===== config.mk =====
export PLATFORM = sky130hd
export DESIGN_NAME = shell_sort_engine_core_flat
export DESIGN_NICKNAME = d
export VERILOG_FILES = /design/src/sv/sse_pkg.sv /design/src/sv/sse_sample_if.sv /design/src/sv/sse_result_if.sv /design/src/sv/sse_ram.sv /design/src/sv/shell_sort_engine_core.sv /design/src/flat_wrapper.sv
export SDC_FILE = /design/constraint.sdc
export NUM_CORES = 1
export LEC_CHECK = 0
export ABC_AREA = 0
export BUFFER_PORTS_ARGS = -buffer_cell sky130_fd_sc_hd__buf_2
export CORE_AREA = 5 5 218 220
export DETAILED_ROUTE_END_ITERATION = 7
export DIE_AREA = 0 0 223 225
export PLACE_DENSITY = 0.77
export SLEW_MARGIN = 25
export SYNTH_ARGS = -nofsm -noshare
export SYNTH_HDL_FRONTEND = slang
export SYNTH_SLANG_ARGS = --single-unit

===== constraint.sdc =====
create_clock -name clk -period 4.2 [get_ports clk]
set_input_delay 0.21 -clock clk [delete_from_list [all_inputs] [get_ports clk]]
set_output_delay 0.21 -clock clk [all_outputs]
set_load 0.02 [all_outputs]

===== src/sv/sse_pkg.sv =====
// ----------------------------------------------------------------------------
// sse_pkg: shared types and constants of the shell sort engine
// value word type and order mode codes used by the channels and the core
// ----------------------------------------------------------------------------
package sse_pkg;

  localparam int VALUE_W = 32;
  localparam int MODE_W  = 2;

  // signed q16.16 value word
  typedef logic signed [VALUE_W-1:0] value_t;

  // order mode register
  typedef logic [MODE_W-1:0] mode_t;

  localparam mode_t MODE_ASC  = 2'd0;
  localparam mode_t MODE_DESC = 2'd1;
  localparam mode_t MODE_REV  = 2'd2;

endpackage


===== src/sv/sse_sample_if.sv =====
// ----------------------------------------------------------------------------
// sse_sample_if: input channel of the shell sort engine
// one value word per handshake, with a mark on the last word of a set
// ----------------------------------------------------------------------------
interface sse_sample_if;
  import sse_pkg::*;

  logic   valid;
  logic   ready;
  value_t sample_value;
  logic   final_item;

  modport source (output valid, output sample_value, output final_item, input ready);
  modport sink   (input valid, input sample_value, input final_item, output ready);

endinterface


===== src/sv/sse_result_if.sv =====
// ----------------------------------------------------------------------------
// sse_result_if: output channel of the shell sort engine
// one ordered word per handshake, with end of set and overflow marks
// ----------------------------------------------------------------------------
interface sse_result_if;
  import sse_pkg::*;

  logic   valid;
  logic   ready;
  value_t sorted_value;
  logic   end_of_set;
  logic   overflow_seen;

  modport source (output valid, output sorted_value, output end_of_set,
                  output overflow_seen, input ready);
  modport sink   (input valid, input sorted_value, input end_of_set,
                  input overflow_seen, output ready);

endinterface


===== src/sv/sse_ram.sv =====
// ----------------------------------------------------------------------------
// sse_ram: generic simple dual port ram
// one write port, one read port with registered read data (old data on
// a read of the entry being written)
// ----------------------------------------------------------------------------
module sse_ram #(
  parameter int WIDTH = 32,
  parameter int DEPTH = 16
) (
  input  logic                     clk,
  input  logic                     we,
  input  logic [$clog2(DEPTH)-1:0] waddr,
  input  logic [WIDTH-1:0]         wdata,
  input  logic [$clog2(DEPTH)-1:0] raddr,
  output logic [WIDTH-1:0]         rdata
);

  logic [WIDTH-1:0] mem [DEPTH];

  // write port
  always_ff @(posedge clk) begin
    if (we) begin
      mem[waddr] <= wdata;
    end
  end

  // registered read port
  always_ff @(posedge clk) begin
    rdata <= mem[raddr];
  end

endmodule


===== src/sv/shell_sort_engine_core.sv =====
// ----------------------------------------------------------------------------
// shell_sort_engine_core: load, shell sort (ascending and descending modes) and emit of a set of values
//
//   channel   | dir | word                                       | handshake
//   ----------+-----+--------------------------------------------+-------------
//   samples   | in  | sample_value, final_item                   | valid/ready
//   results   | out | sorted_value, end_of_set, overflow_seen    | valid/ready
//   cfg       | in  | cfg_wdata (order mode)                     | cfg_we
//
// load takes one word per cycle; samples.ready is high only in the load phase.
// the sort is an insertion pass per gap over one ram: ST_RDI and ST_HOLD fetch
// each element, ST_CMP shifts one greater entry per visit, ST_CMP or ST_PLACE
// places it; emission reads each word in ST_ERD and registers it in ST_ELD.
// a stalled results channel holds the emit sequencer in place.
// rst clears the count, the drop flag and the mode; the store is not cleared.
// ----------------------------------------------------------------------------
module shell_sort_engine_core #(
  parameter int CAPACITY = 16
) (
  input  logic            clk,
  input  logic            rst,
  input  logic            cfg_we,
  input  sse_pkg::mode_t  cfg_wdata,
  sse_sample_if.sink      samples,
  sse_result_if.source    results
);
  import sse_pkg::*;

  localparam int AW = $clog2(CAPACITY);
  localparam int CW = $clog2(CAPACITY + 1);
  localparam logic [CW-1:0] CAP_C = CW'(CAPACITY);

  typedef enum logic [6:0] {
    ST_LOAD  = 7'b0000001,
    ST_RDI   = 7'b0000010,
    ST_HOLD  = 7'b0000100,
    ST_CMP   = 7'b0001000,
    ST_PLACE = 7'b0010000,
    ST_ERD   = 7'b0100000,
    ST_ELD   = 7'b1000000
  } state_t;

  state_t          state, state_next;
  mode_t           order_mode;
  logic [CW-1:0]   cnt, cnt_next;
  logic            dropped, dropped_next;
  logic            emit_rev, emit_rev_next;
  logic [AW-1:0]   gap, gap_next;
  logic [AW-1:0]   i, i_next;
  logic [AW-1:0]   j, j_next;
  logic [AW-1:0]   k, k_next;
  value_t          held, held_next;

  logic            ram_we;
  logic [AW-1:0]   ram_waddr;
  logic [VALUE_W-1:0] ram_wdata;
  logic [AW-1:0]   ram_raddr;
  logic [VALUE_W-1:0] ram_rdata;

  logic            out_valid;
  value_t          out_value;
  logic            out_eos;
  logic            out_ov;
  logic            out_load;
  logic            eos_c;

  logic            accept;
  logic            room;
  logic [CW-1:0]   n_after;
  logic [AW-1:0]   jg;
  logic [AW-1:0]   gap_half;
  logic [CW-1:0]   nm1;
  logic [AW-1:0]   eaddr;

  // value store
  sse_ram #(
    .WIDTH (VALUE_W),
    .DEPTH (CAPACITY)
  ) u_store (
    .clk   (clk),
    .we    (ram_we),
    .waddr (ram_waddr),
    .wdata (ram_wdata),
    .raddr (ram_raddr),
    .rdata (ram_rdata)
  );

  // shared datapath terms
  assign accept   = samples.valid && samples.ready;
  assign room     = cnt < CAP_C;
  assign n_after  = room ? cnt + CW'(1) : cnt;
  assign jg       = j - gap;
  assign gap_half = gap >> 1;
  assign nm1      = cnt - CW'(1);
  assign eaddr    = emit_rev ? (AW'(nm1) - k) : k;
  assign eos_c    = CW'(k) == nm1;
  assign out_load = !out_valid || results.ready;

  assign samples.ready = (state == ST_LOAD);

  // order mode register
  always_ff @(posedge clk) begin
    if (rst) begin
      order_mode <= MODE_ASC;
    end else if (cfg_we) begin
      order_mode <= cfg_wdata;
    end
  end

  // sequencer
  always_comb begin
    state_next    = state;
    cnt_next      = cnt;
    dropped_next  = dropped;
    emit_rev_next = emit_rev;
    gap_next      = gap;
    i_next        = i;
    j_next        = j;
    k_next        = k;
    held_next     = held;
    ram_we        = 1'b0;
    ram_waddr     = j;
    ram_wdata     = held;
    ram_raddr     = i;

    unique case (state)
      ST_LOAD: begin
        ram_waddr = AW'(cnt);
        ram_wdata = samples.sample_value;
        if (accept) begin
          ram_we       = room;
          cnt_next     = n_after;
          dropped_next = dropped || !room;
          if (samples.final_item) begin
            emit_rev_next = (order_mode == MODE_DESC) || (order_mode == MODE_REV);
            k_next        = '0;
            if (((order_mode == MODE_ASC) || (order_mode == MODE_DESC)) &&
                (n_after > CW'(1))) begin
              gap_next   = AW'(n_after >> 1);
              i_next     = AW'(n_after >> 1);
              state_next = ST_RDI;
            end else begin
              state_next = ST_ERD;
            end
          end
        end
      end

      // fetch element i
      ST_RDI: begin
        ram_raddr  = i;
        state_next = ST_HOLD;
      end

      // hold element i and fetch its gap neighbor
      ST_HOLD: begin
        held_next  = $signed(ram_rdata);
        j_next     = i;
        ram_raddr  = i - gap;
        state_next = ST_CMP;
      end

      // shift the neighbor up while it is greater than the held value, else place the held value
      ST_CMP: begin
        ram_we = 1'b1;
        if ($signed(ram_rdata) > held) begin
          ram_wdata = ram_rdata;
          j_next    = jg;
          ram_raddr = jg - gap;
          if (jg >= gap) begin
            state_next = ST_CMP;
          end else begin
            state_next = ST_PLACE;
          end
        end else begin
          ram_wdata = held;
          if ((CW'(i) + CW'(1)) < cnt) begin
            i_next     = i + AW'(1);
            state_next = ST_RDI;
          end else if (gap_half != '0) begin
            gap_next   = gap_half;
            i_next     = gap_half;
            state_next = ST_RDI;
          end else begin
            state_next = ST_ERD;
          end
        end
      end

      // place the held value at the end of its shift run
      ST_PLACE: begin
        ram_we = 1'b1;
        if ((CW'(i) + CW'(1)) < cnt) begin
          i_next     = i + AW'(1);
          state_next = ST_RDI;
        end else if (gap_half != '0) begin
          gap_next   = gap_half;
          i_next     = gap_half;
          state_next = ST_RDI;
        end else begin
          state_next = ST_ERD;
        end
      end

      // fetch the next word to emit
      ST_ERD: begin
        ram_raddr  = eaddr;
        state_next = ST_ELD;
      end

      // move it to the output register once that is free
      ST_ELD: begin
        ram_raddr = eaddr;
        if (out_load) begin
          if (eos_c) begin
            cnt_next     = '0;
            dropped_next = 1'b0;
            state_next   = ST_LOAD;
          end else begin
            k_next     = k + AW'(1);
            state_next = ST_ERD;
          end
        end
      end

      default: begin
        state_next = ST_LOAD;
      end
    endcase
  end

  // control registers
  always_ff @(posedge clk) begin
    if (rst) begin
      state   <= ST_LOAD;
      cnt     <= '0;
      dropped <= 1'b0;
    end else begin
      state   <= state_next;
      cnt     <= cnt_next;
      dropped <= dropped_next;
    end
  end

  // datapath registers
  always_ff @(posedge clk) begin
    emit_rev <= emit_rev_next;
    gap      <= gap_next;
    i        <= i_next;
    j        <= j_next;
    k        <= k_next;
    held     <= held_next;
  end

  // output register
  always_ff @(posedge clk) begin
    if (rst) begin
      out_valid <= 1'b0;
    end else if ((state == ST_ELD) && out_load) begin
      out_valid <= 1'b1;
    end else if (results.ready) begin
      out_valid <= 1'b0;
    end
  end

  always_ff @(posedge clk) begin
    if ((state == ST_ELD) && out_load) begin
      out_value <= $signed(ram_rdata);
      out_eos   <= eos_c;
      out_ov    <= dropped;
    end
  end

  assign results.valid         = out_valid;
  assign results.sorted_value  = out_value;
  assign results.end_of_set    = out_eos;
  assign results.overflow_seen = out_ov;

`ifndef SYNTHESIS
  // sort writes stay inside the loaded set
  a_sort_write_in_set: assert property (@(posedge clk) disable iff (rst)
    (ram_we && (state != ST_LOAD)) |-> (CW'(ram_waddr) < cnt))
    else $error("sort write outside loaded set");

  // the insertion cursor never runs below the gap
  a_cursor_range: assert property (@(posedge clk) disable iff (rst)
    (state == ST_CMP) |-> ((j >= gap) && (CW'(j) < cnt) && (gap != '0)))
    else $error("insertion cursor out of range");

  // the last word of a set returns the block to an empty load phase
  a_set_done: assert property (@(posedge clk) disable iff (rst)
    ((state == ST_ELD) && out_load && eos_c) |=>
      ((state == ST_LOAD) && (cnt == '0) && !dropped && results.end_of_set))
    else $error("set not cleared after last word");
`endif

endmodule


===== src/flat_wrapper.sv =====
// flat-port wrapper written by rule: the top's interface ports become plain ports
module shell_sort_engine_core_flat import sse_pkg::*;
#(
  parameter int CAPACITY = 16
)
  (clk, rst, cfg_we, cfg_wdata, samples_valid, samples_sample_value, samples_final_item, samples_ready, results_valid, results_sorted_value, results_end_of_set, results_overflow_seen, results_ready);
  sse_sample_if samples_i ();
  sse_result_if results_i ();
  input  logic clk;
  input  logic rst;
  input  logic cfg_we;
  input  sse_pkg::mode_t cfg_wdata;
  input wire logic [$bits(samples_i.valid)-1:0] samples_valid;
  input wire logic [$bits(samples_i.sample_value)-1:0] samples_sample_value;
  input wire logic [$bits(samples_i.final_item)-1:0] samples_final_item;
  output wire logic [$bits(samples_i.ready)-1:0] samples_ready;
  output wire logic [$bits(results_i.valid)-1:0] results_valid;
  output wire logic [$bits(results_i.sorted_value)-1:0] results_sorted_value;
  output wire logic [$bits(results_i.end_of_set)-1:0] results_end_of_set;
  output wire logic [$bits(results_i.overflow_seen)-1:0] results_overflow_seen;
  input wire logic [$bits(results_i.ready)-1:0] results_ready;
  assign samples_i.valid = samples_valid;
  assign samples_i.sample_value = samples_sample_value;
  assign samples_i.final_item = samples_final_item;
  assign samples_ready = samples_i.ready;
  assign results_valid = results_i.valid;
  assign results_sorted_value = results_i.sorted_value;
  assign results_end_of_set = results_i.end_of_set;
  assign results_overflow_seen = results_i.overflow_seen;
  assign results_i.ready = results_ready;
  shell_sort_engine_core #(.CAPACITY(CAPACITY)) u_core (.clk(clk), .rst(rst), .cfg_we(cfg_we), .cfg_wdata(cfg_wdata), .samples(samples_i), .results(results_i));
endmodule

==> out/results.ini, run 1 <==
[status]
violations=DRC
status=finished with violations

[routing]
drtIter0Drc=1977
wire_per_inst_um=26.30
first_pass_iters=8
drc=2
drt_wl_total_um=68460
ant_nets=0
vias_per_cell=6.465
vias=16828

[placement]
portBuffers=75
place_congestion=0.8743
dp.final_hpwl_um=41320

[floorplan]
std_cell_rows=78
design.die.area_mm2=0.05018
die_y_um=225
coreArea_mm2=0.04509
ioPinCount=76
start_util_pct=59.72
die-width_um=223

[sta]
whs_ns=0.06945
worstMarginPinSlew_ns=0.7579
max_freq_mhz=249.2
maxSlewHeadroom_pct=49.35
setup_tns_ns=0
drv_slew=0
fin_crit_ns=4.012
hold_viol=0
finalClockSkew_ns=0.01306
setup_viol=0
post-route-period-util_pct=95.53
grt_setup_unrepaired=no

[clocking]
numCtsBuffers=66
tritoncts=yes
root_buffer=clkbuf_16
htreeDepth=3
clkTransAtPathRegs_ns=0.06
cts_num_sinks=643
insertion_delay_ns=0.59
clockBufferDepth=3

[hold_path]
hold_class=primary input to flop

[synth]
yosys.area_share.simple_pct=7.979
synth_area_leader_cell=edfxtp_1
syn_nets=1907
syn_area_mm2=0.02692
syn_area_per_cell_um2=14.89
synthArstFlopShare_pct=0
ys_seq_area_share_pct=69.93
ys_types=75
yosys.area_share.adder_pct=2.853
yosys.area.top_type_share_pct=66.36
synthFlopType=edfxtp_1
synth-compound-area-share_pct=8.379
syn_inst=1808
synth_xor_area_share_pct=0.8318
synth_top_family_by_area=compound AO/OA/AOI/OAI gates
ys_seq_elements=643
synth_edf_count=595
synth_mux_area_share_pct=6.785
ys_warn_count=0
ys_top_cells_by_area=edfxtp_1, mux2i_1, dfxtp_1

[setup_path]
critical_path_class=flop to flop
cp_top_family=compound AO/OA/AOI/OAI gates
slowest_stage=fa_1
worstPathCellList=inv_1, ha_1, inv_1, fa_1, ha_1, a21o_1, a21oi_1, xor2_1, a31oi_1, o32a_1, nand2_4, buf_12, buf_4, nor4_1, o32ai_1, nand4_1
path_buf_inv=4
start_kind=flop
cp_max_fo=23
end_kind=flop
cp_data_required_time_ns=4.64
slowest_delay_ns=0.50
arrival_ns=4.45

[cells_and_area]
nets=2051
drive_gt1_share_pct=18.02
area_growth_pct=15.06
antennaDiodeCount=0

[global_routing]
grt_max_degree=55
gr-total-overflow=0
grt_pass1_vias=16891
grt_util_all_layers_pct=26.73
antenna_found_initial=1
grt_first_pass_wirelength_um=102300

[power]
p_per_area_mw_per_mm2=625.4
ir_worst_vdd_uv=326.6
leakagePower_nw=10.98

[flow_run]
drv_cap=0

==> final timing paths <==
| path | slack [ns] | from | to | depth (start not counted) |
|---|---|---|---|---|
| setup / recovery | 0.19 | u_core.j[0] | u_core.u_store.rdata[22] | 16 |
| hold reg to reg | 0.44 | u_core.dropped | u_core.results.overflow_seen | 0 |
| hold / removal | 0.07 | samples_final_item | u_core.emit_rev | 3 |
| setup reg to reg | 0.19 | u_core.j[0] | u_core.u_store.rdata[22] | 16 |
==> worst min-delay path, stage by stage <==
cell and delay [ns]:
buf_2 0.10, nand2_1 0.08, nor3_1 0.09
==> metal layers <==
metal | global-route usage (%) | part of all wire (%) | wire length [um] | vias to the layer above
met5 | 0 | 0 | 0 | -
met4 | 10.02 | 3.7 | 2554 | 0
met3 | 5.757 | 9.9 | 6798 | 177
met2 | 44.97 | 49 | 33580 | 974
met1 | 34.61 | 37 | 25530 | 8347
li1 | - | - | - | 7330
==> flip-flops by register name, summed over array words and instances (netlist names) <==
signal,count
u_core.u_store.mem,512
u_core.results.end_of_set,1
u_core.emit_rev,1
u_core.order_mode,2
u_core.dropped,1
u_core.i,4
u_core.cnt,5
u_core.gap,4
u_core.held,32
u_core.j,4
u_core.state,7
u_core.results.valid,1
u_core.results.sorted_value,32
u_core.results.overflow_seen,1
u_core.k,4
u_core.u_store.rdata,32
==> per-stage QoR <==
stage,worst slack (ns),cell area [um^2],std cells,util [%],power [W]
floorplan,0.6556,26920,1808,-,0.01173
global placement,0.1296,28720,2470,63.71,0.01349
detailed placement,0.1626,28760,2471,63.78,0.01371
CTS,0.09908,30930,2599,68.59,0.01933
global route,0.06601,30980,2603,68.71,0.02008
finish,0.1879,30980,2603,68.71,0.01937
==> synthesized netlist by cell type (6+ instances only) <==
| library cell | n |
|---|---|
| edfxtp_1 | 595 |
| nand2_1 | 165 |
| mux2i_1 | 103 |
| inv_1 | 89 |
| a21oi_1 | 66 |
| ha_1 | 55 |
| nor2_1 | 53 |
| dfxtp_1 | 48 |
| clkbuf_1 | 47 |
| nor3_1 | 44 |
| buf_2 | 38 |
| nand4_1 | 38 |
| nor4_1 | 36 |
| nor3b_1 | 35 |
| a22oi_1 | 34 |
| mux2_2 | 34 |
| a221o_1 | 33 |
| o31ai_1 | 33 |
| o32ai_1 | 32 |
| a222oi_1 | 31 |
| mux2_4 | 20 |
| o21ai_0 | 18 |
| xnor2_1 | 15 |
| buf_6 | 10 |
| mux2_1 | 10 |
| nand3_1 | 10 |
| nand2b_1 | 9 |
| a21o_1 | 8 |
| nor2b_1 | 8 |
| xor2_1 | 8 |
| and2_1 | 6 |
==> cells in the final DEF (no fill, tap or decap), types with 15 or more instances in the layout <==
master,n
nand4_1,38
xnor2_1,15
nor2_4,21
a222oi_1,31
buf_12,25
buf_2,75
dfxtp_1,48
mux2_4,20
edfxtp_1,595
mux2i_1,103
o32ai_1,30
nor3b_1,35
inv_1,88
ha_1,55
clkbuf_16,70
nor2_1,32
a21oi_1,64
o31ai_1,33
nor4_1,36
a22oi_1,34
clkbuf_1,19
o21ai_0,18
mux2_2,34
nor3_1,44
a221o_1,33
buf_4,69
nand2_1,165
==> what timing repair did <==
item | 4_1_cts | 5_1_grt
setup buffers | 0 | 4
endpoints found under the setup margin | 0 | 6
hold endpoints to repair | 9 | 0
hold buffers | 9 | 0
resized for setup | 0 | 3
==> where the power goes <==
group	internal, W	switching, W	leakage [nW]
clock	0.00328	0.00234	1.02
combinational	0.00155	0.00337	4.18
sequential	0.00849	0.000343	5.78
==> cell families (layout without fill, tap and decap cells) <==
group	after synthesis	in the layout
compound gates	297	297
xor+xnor	24	24
fa+ha+maj	59	59
buf+inv	193	388
flops	643	643
mux	167	167
simple gates	425	425
==> final cells by class <==
| class | instances | area (um^2) |
|---|---|---|
| flip-flops and latches | 643 | 18830 |
| fillers | 2983 | 14110 |
| multi-input cells | 972 | 7465 |
| clock buffers | 95 | 1906 |
| repair buffers | 180 | 1523 |
| well taps | 600 | 750.7 |
| inverters | 89 | 334.1 |
| clock inverters | 24 | 173.9 |
No activity file was read; power rests on OpenSTA's default activity.
==> inputs of run 2 (changes only) <==
--- a/config.mk
+++ b/config.mk
@@ -7,10 +7,12 @@
 export LEC_CHECK = 0
 export ABC_AREA = 0
 export BUFFER_PORTS_ARGS = -buffer_cell sky130_fd_sc_hd__buf_2
-export CORE_AREA = 5 5 218 220
+export CELL_PAD_IN_SITES_DETAIL_PLACEMENT = 0
+export CELL_PAD_IN_SITES_GLOBAL_PLACEMENT = 2
+export CORE_AREA = 5 5 248 250
 export DETAILED_ROUTE_END_ITERATION = 7
-export DIE_AREA = 0 0 223 225
-export PLACE_DENSITY = 0.77
+export DIE_AREA = 0 0 253 255
+export PLACE_DENSITY_LB_ADDON = 0.1
 export SLEW_MARGIN = 25
 export SYNTH_ARGS = -nofsm -noshare
 export SYNTH_HDL_FRONTEND = slang
==> constraint.sdc (replaced) <==
create_clock -name clk -period 4.2 [get_ports clk]
set_input_delay 0.63 -clock clk [delete_from_list [all_inputs] [get_ports clk]]
set_output_delay 0.63 -clock clk [all_outputs]
set_load 0.02 [all_outputs]
==> out/results.ini, run 2 (synthesis results as in run 1) <==
[cells_and_area]
nets=2104
drive_gt1_share_pct=20.69
layout.cells.non_filler=2833
final_util_pct=54.58
top_register=u_core.u_store.mem
fillCellCount=4804
largest_reg_flops=512
final_cell_mix=edfxtp_1, nand2_1, mux2i_1
final_common_cell=edfxtp_1
final_cell_area_mm2=0.03209
area_growth_pct=19.20

[global_routing]
grt_first_pass_wirelength_um=107600
grt_pass1_vias=16148
antenna_found_initial=2
grt_max_degree=41
grt_util_all_layers_pct=22.52
gr-total-overflow=0

[sta]
grt_setup_unrepaired=no
max_freq_mhz=249.2
setup_viol=0
worstMarginPinSlew_ns=1.015
maxSlewHeadroom_pct=32.03
setup_ws_ns=0.1872
hold_viol=0
setup_tns_ns=0
finalClockSkew_ns=0.01912
fin_crit_ns=4.013
post-route-period-util_pct=95.54
drv_slew=0

[clocking]
clkTransAtPathRegs_ns=0.06
numCtsBuffers=69
htreeDepth=3
tritoncts=yes
clockBufferDepth=3
ctsHoldBuffers=0
insertion_delay_ns=0.61
cts_num_sinks=643
root_buffer=clkbuf_16
cts_resized=0

[placement]
place_congestion=0.8103
postPlaceCellArea_mm2=0.02980
dp_cells=2703
dp_worst_setup_slack_ns=-0.02823
dp.final_hpwl_um=45040
portBuffers=75

[floorplan]
die-width_um=253
die_y_um=255
coreArea_mm2=0.05880
ioPinCount=76
start_util_pct=45.79
design.die.area_mm2=0.06452
std_cell_rows=89

[status]
status=finished clean

[setup_path]
critical_path_class=flop to flop
start_kind=flop
cp_data_required_time_ns=4.66
arrival_ns=4.47
cp_max_fo=23
end_kind=flop

[routing]
drc=0
ant_nets=0
first_pass_iters=8
vias_per_cell=5.722
drtIter0Drc=1386
drt_wl_total_um=73620
wire_per_inst_um=25.99
vias=16211

[power]
p_per_area_mw_per_mm2=636.7
leakagePower_nw=11.42
ir_worst_vdd_uv=361.2

[hold_path]
hold_class=primary input to flop

[flow_run]
drv_cap=0

[run 2: per-stage QoR]
step	hold WS, ns	total power (W)
2_1_floorplan	0.4090	0.01173
3_3_place_gp	0.4255	0.01442
3_5_place_dp	0.4271	0.01452
4_1_cts	0.2461	0.02060
5_1_grt	0.2777	0.02134
6_report	0.2714	0.02043
[run 2: worst max-delay path, cell delays in order, from the launching register on]
cell and delay, ns:
dfxtp_1 0.45, ha_1 0.37, nand4_1 0.13, buf_4 0.17, nor2_1 0.06, a221o_1 0.36
o31a_2 0.41, o21a_1 0.23, buf_4 0.16, o211ai_4 0.35, buf_12 0.25, nor2_4 0.12
buf_4 0.23, a222oi_1 0.40, nand4_1 0.15
[run 2: what timing repair did]
action                     CTS  global route
setup buffers                1             2
setup endpoints to repair    3             1
pin swaps                    1             3
cloned                       0             1
[run 2: worst paths after layout]
check | start | end | slack (ns) | depth (start not counted)
worst min register to register | u_core.u_store.mem[7][7] | u_core.u_store.rdata[7] | 0.44 | 2
worst min-delay path | cfg_wdata[0] | u_core.order_mode[0] | 0.27 | 3
worst max register to register | u_core.u_store.rdata[15] | u_core.u_store.rdata[6] | 0.19 | 14
worst max-delay path | u_core.u_store.rdata[15] | u_core.u_store.rdata[6] | 0.19 | 14
[run 2: final cells by class]
| cell class | count | area (um^2) | area share [%] |
|---|---|---|---|
| sequential | 643 | 18830 | 58.67 |
| multi-input combinational | 973 | 7462 | 23.25 |
| timing repair buffer | 229 | 2245 | 6.994 |
| clock buffer | 95 | 1948 | 6.070 |
| tap | 773 | 967.2 | 3.014 |
| inverter | 89 | 334.1 | 1.041 |
| clock inverter | 30 | 306.5 | 0.9552 |
| antenna | 1 | 2.502 | 0.007797 |
[run 2: power by group]
part	total [W]	internal [W]	switching, W
clock network	0.00603	0.00357	0.00246
logic	0.00559	0.00209	0.00350
registers	0.00882	0.00847	0.000343
total	0.0204	0.0141	0.00630
[run 2: metal layers]
layer  vias to the layer above  share of wire (%)  GRT usage (%)
met1                      8214                 45          31.96
met5                         -                  0              0
met3                        87                5.4          3.902
met4                         0                2.0          4.936
met2                       456                 48          37.02
li1                       7454                  -              -
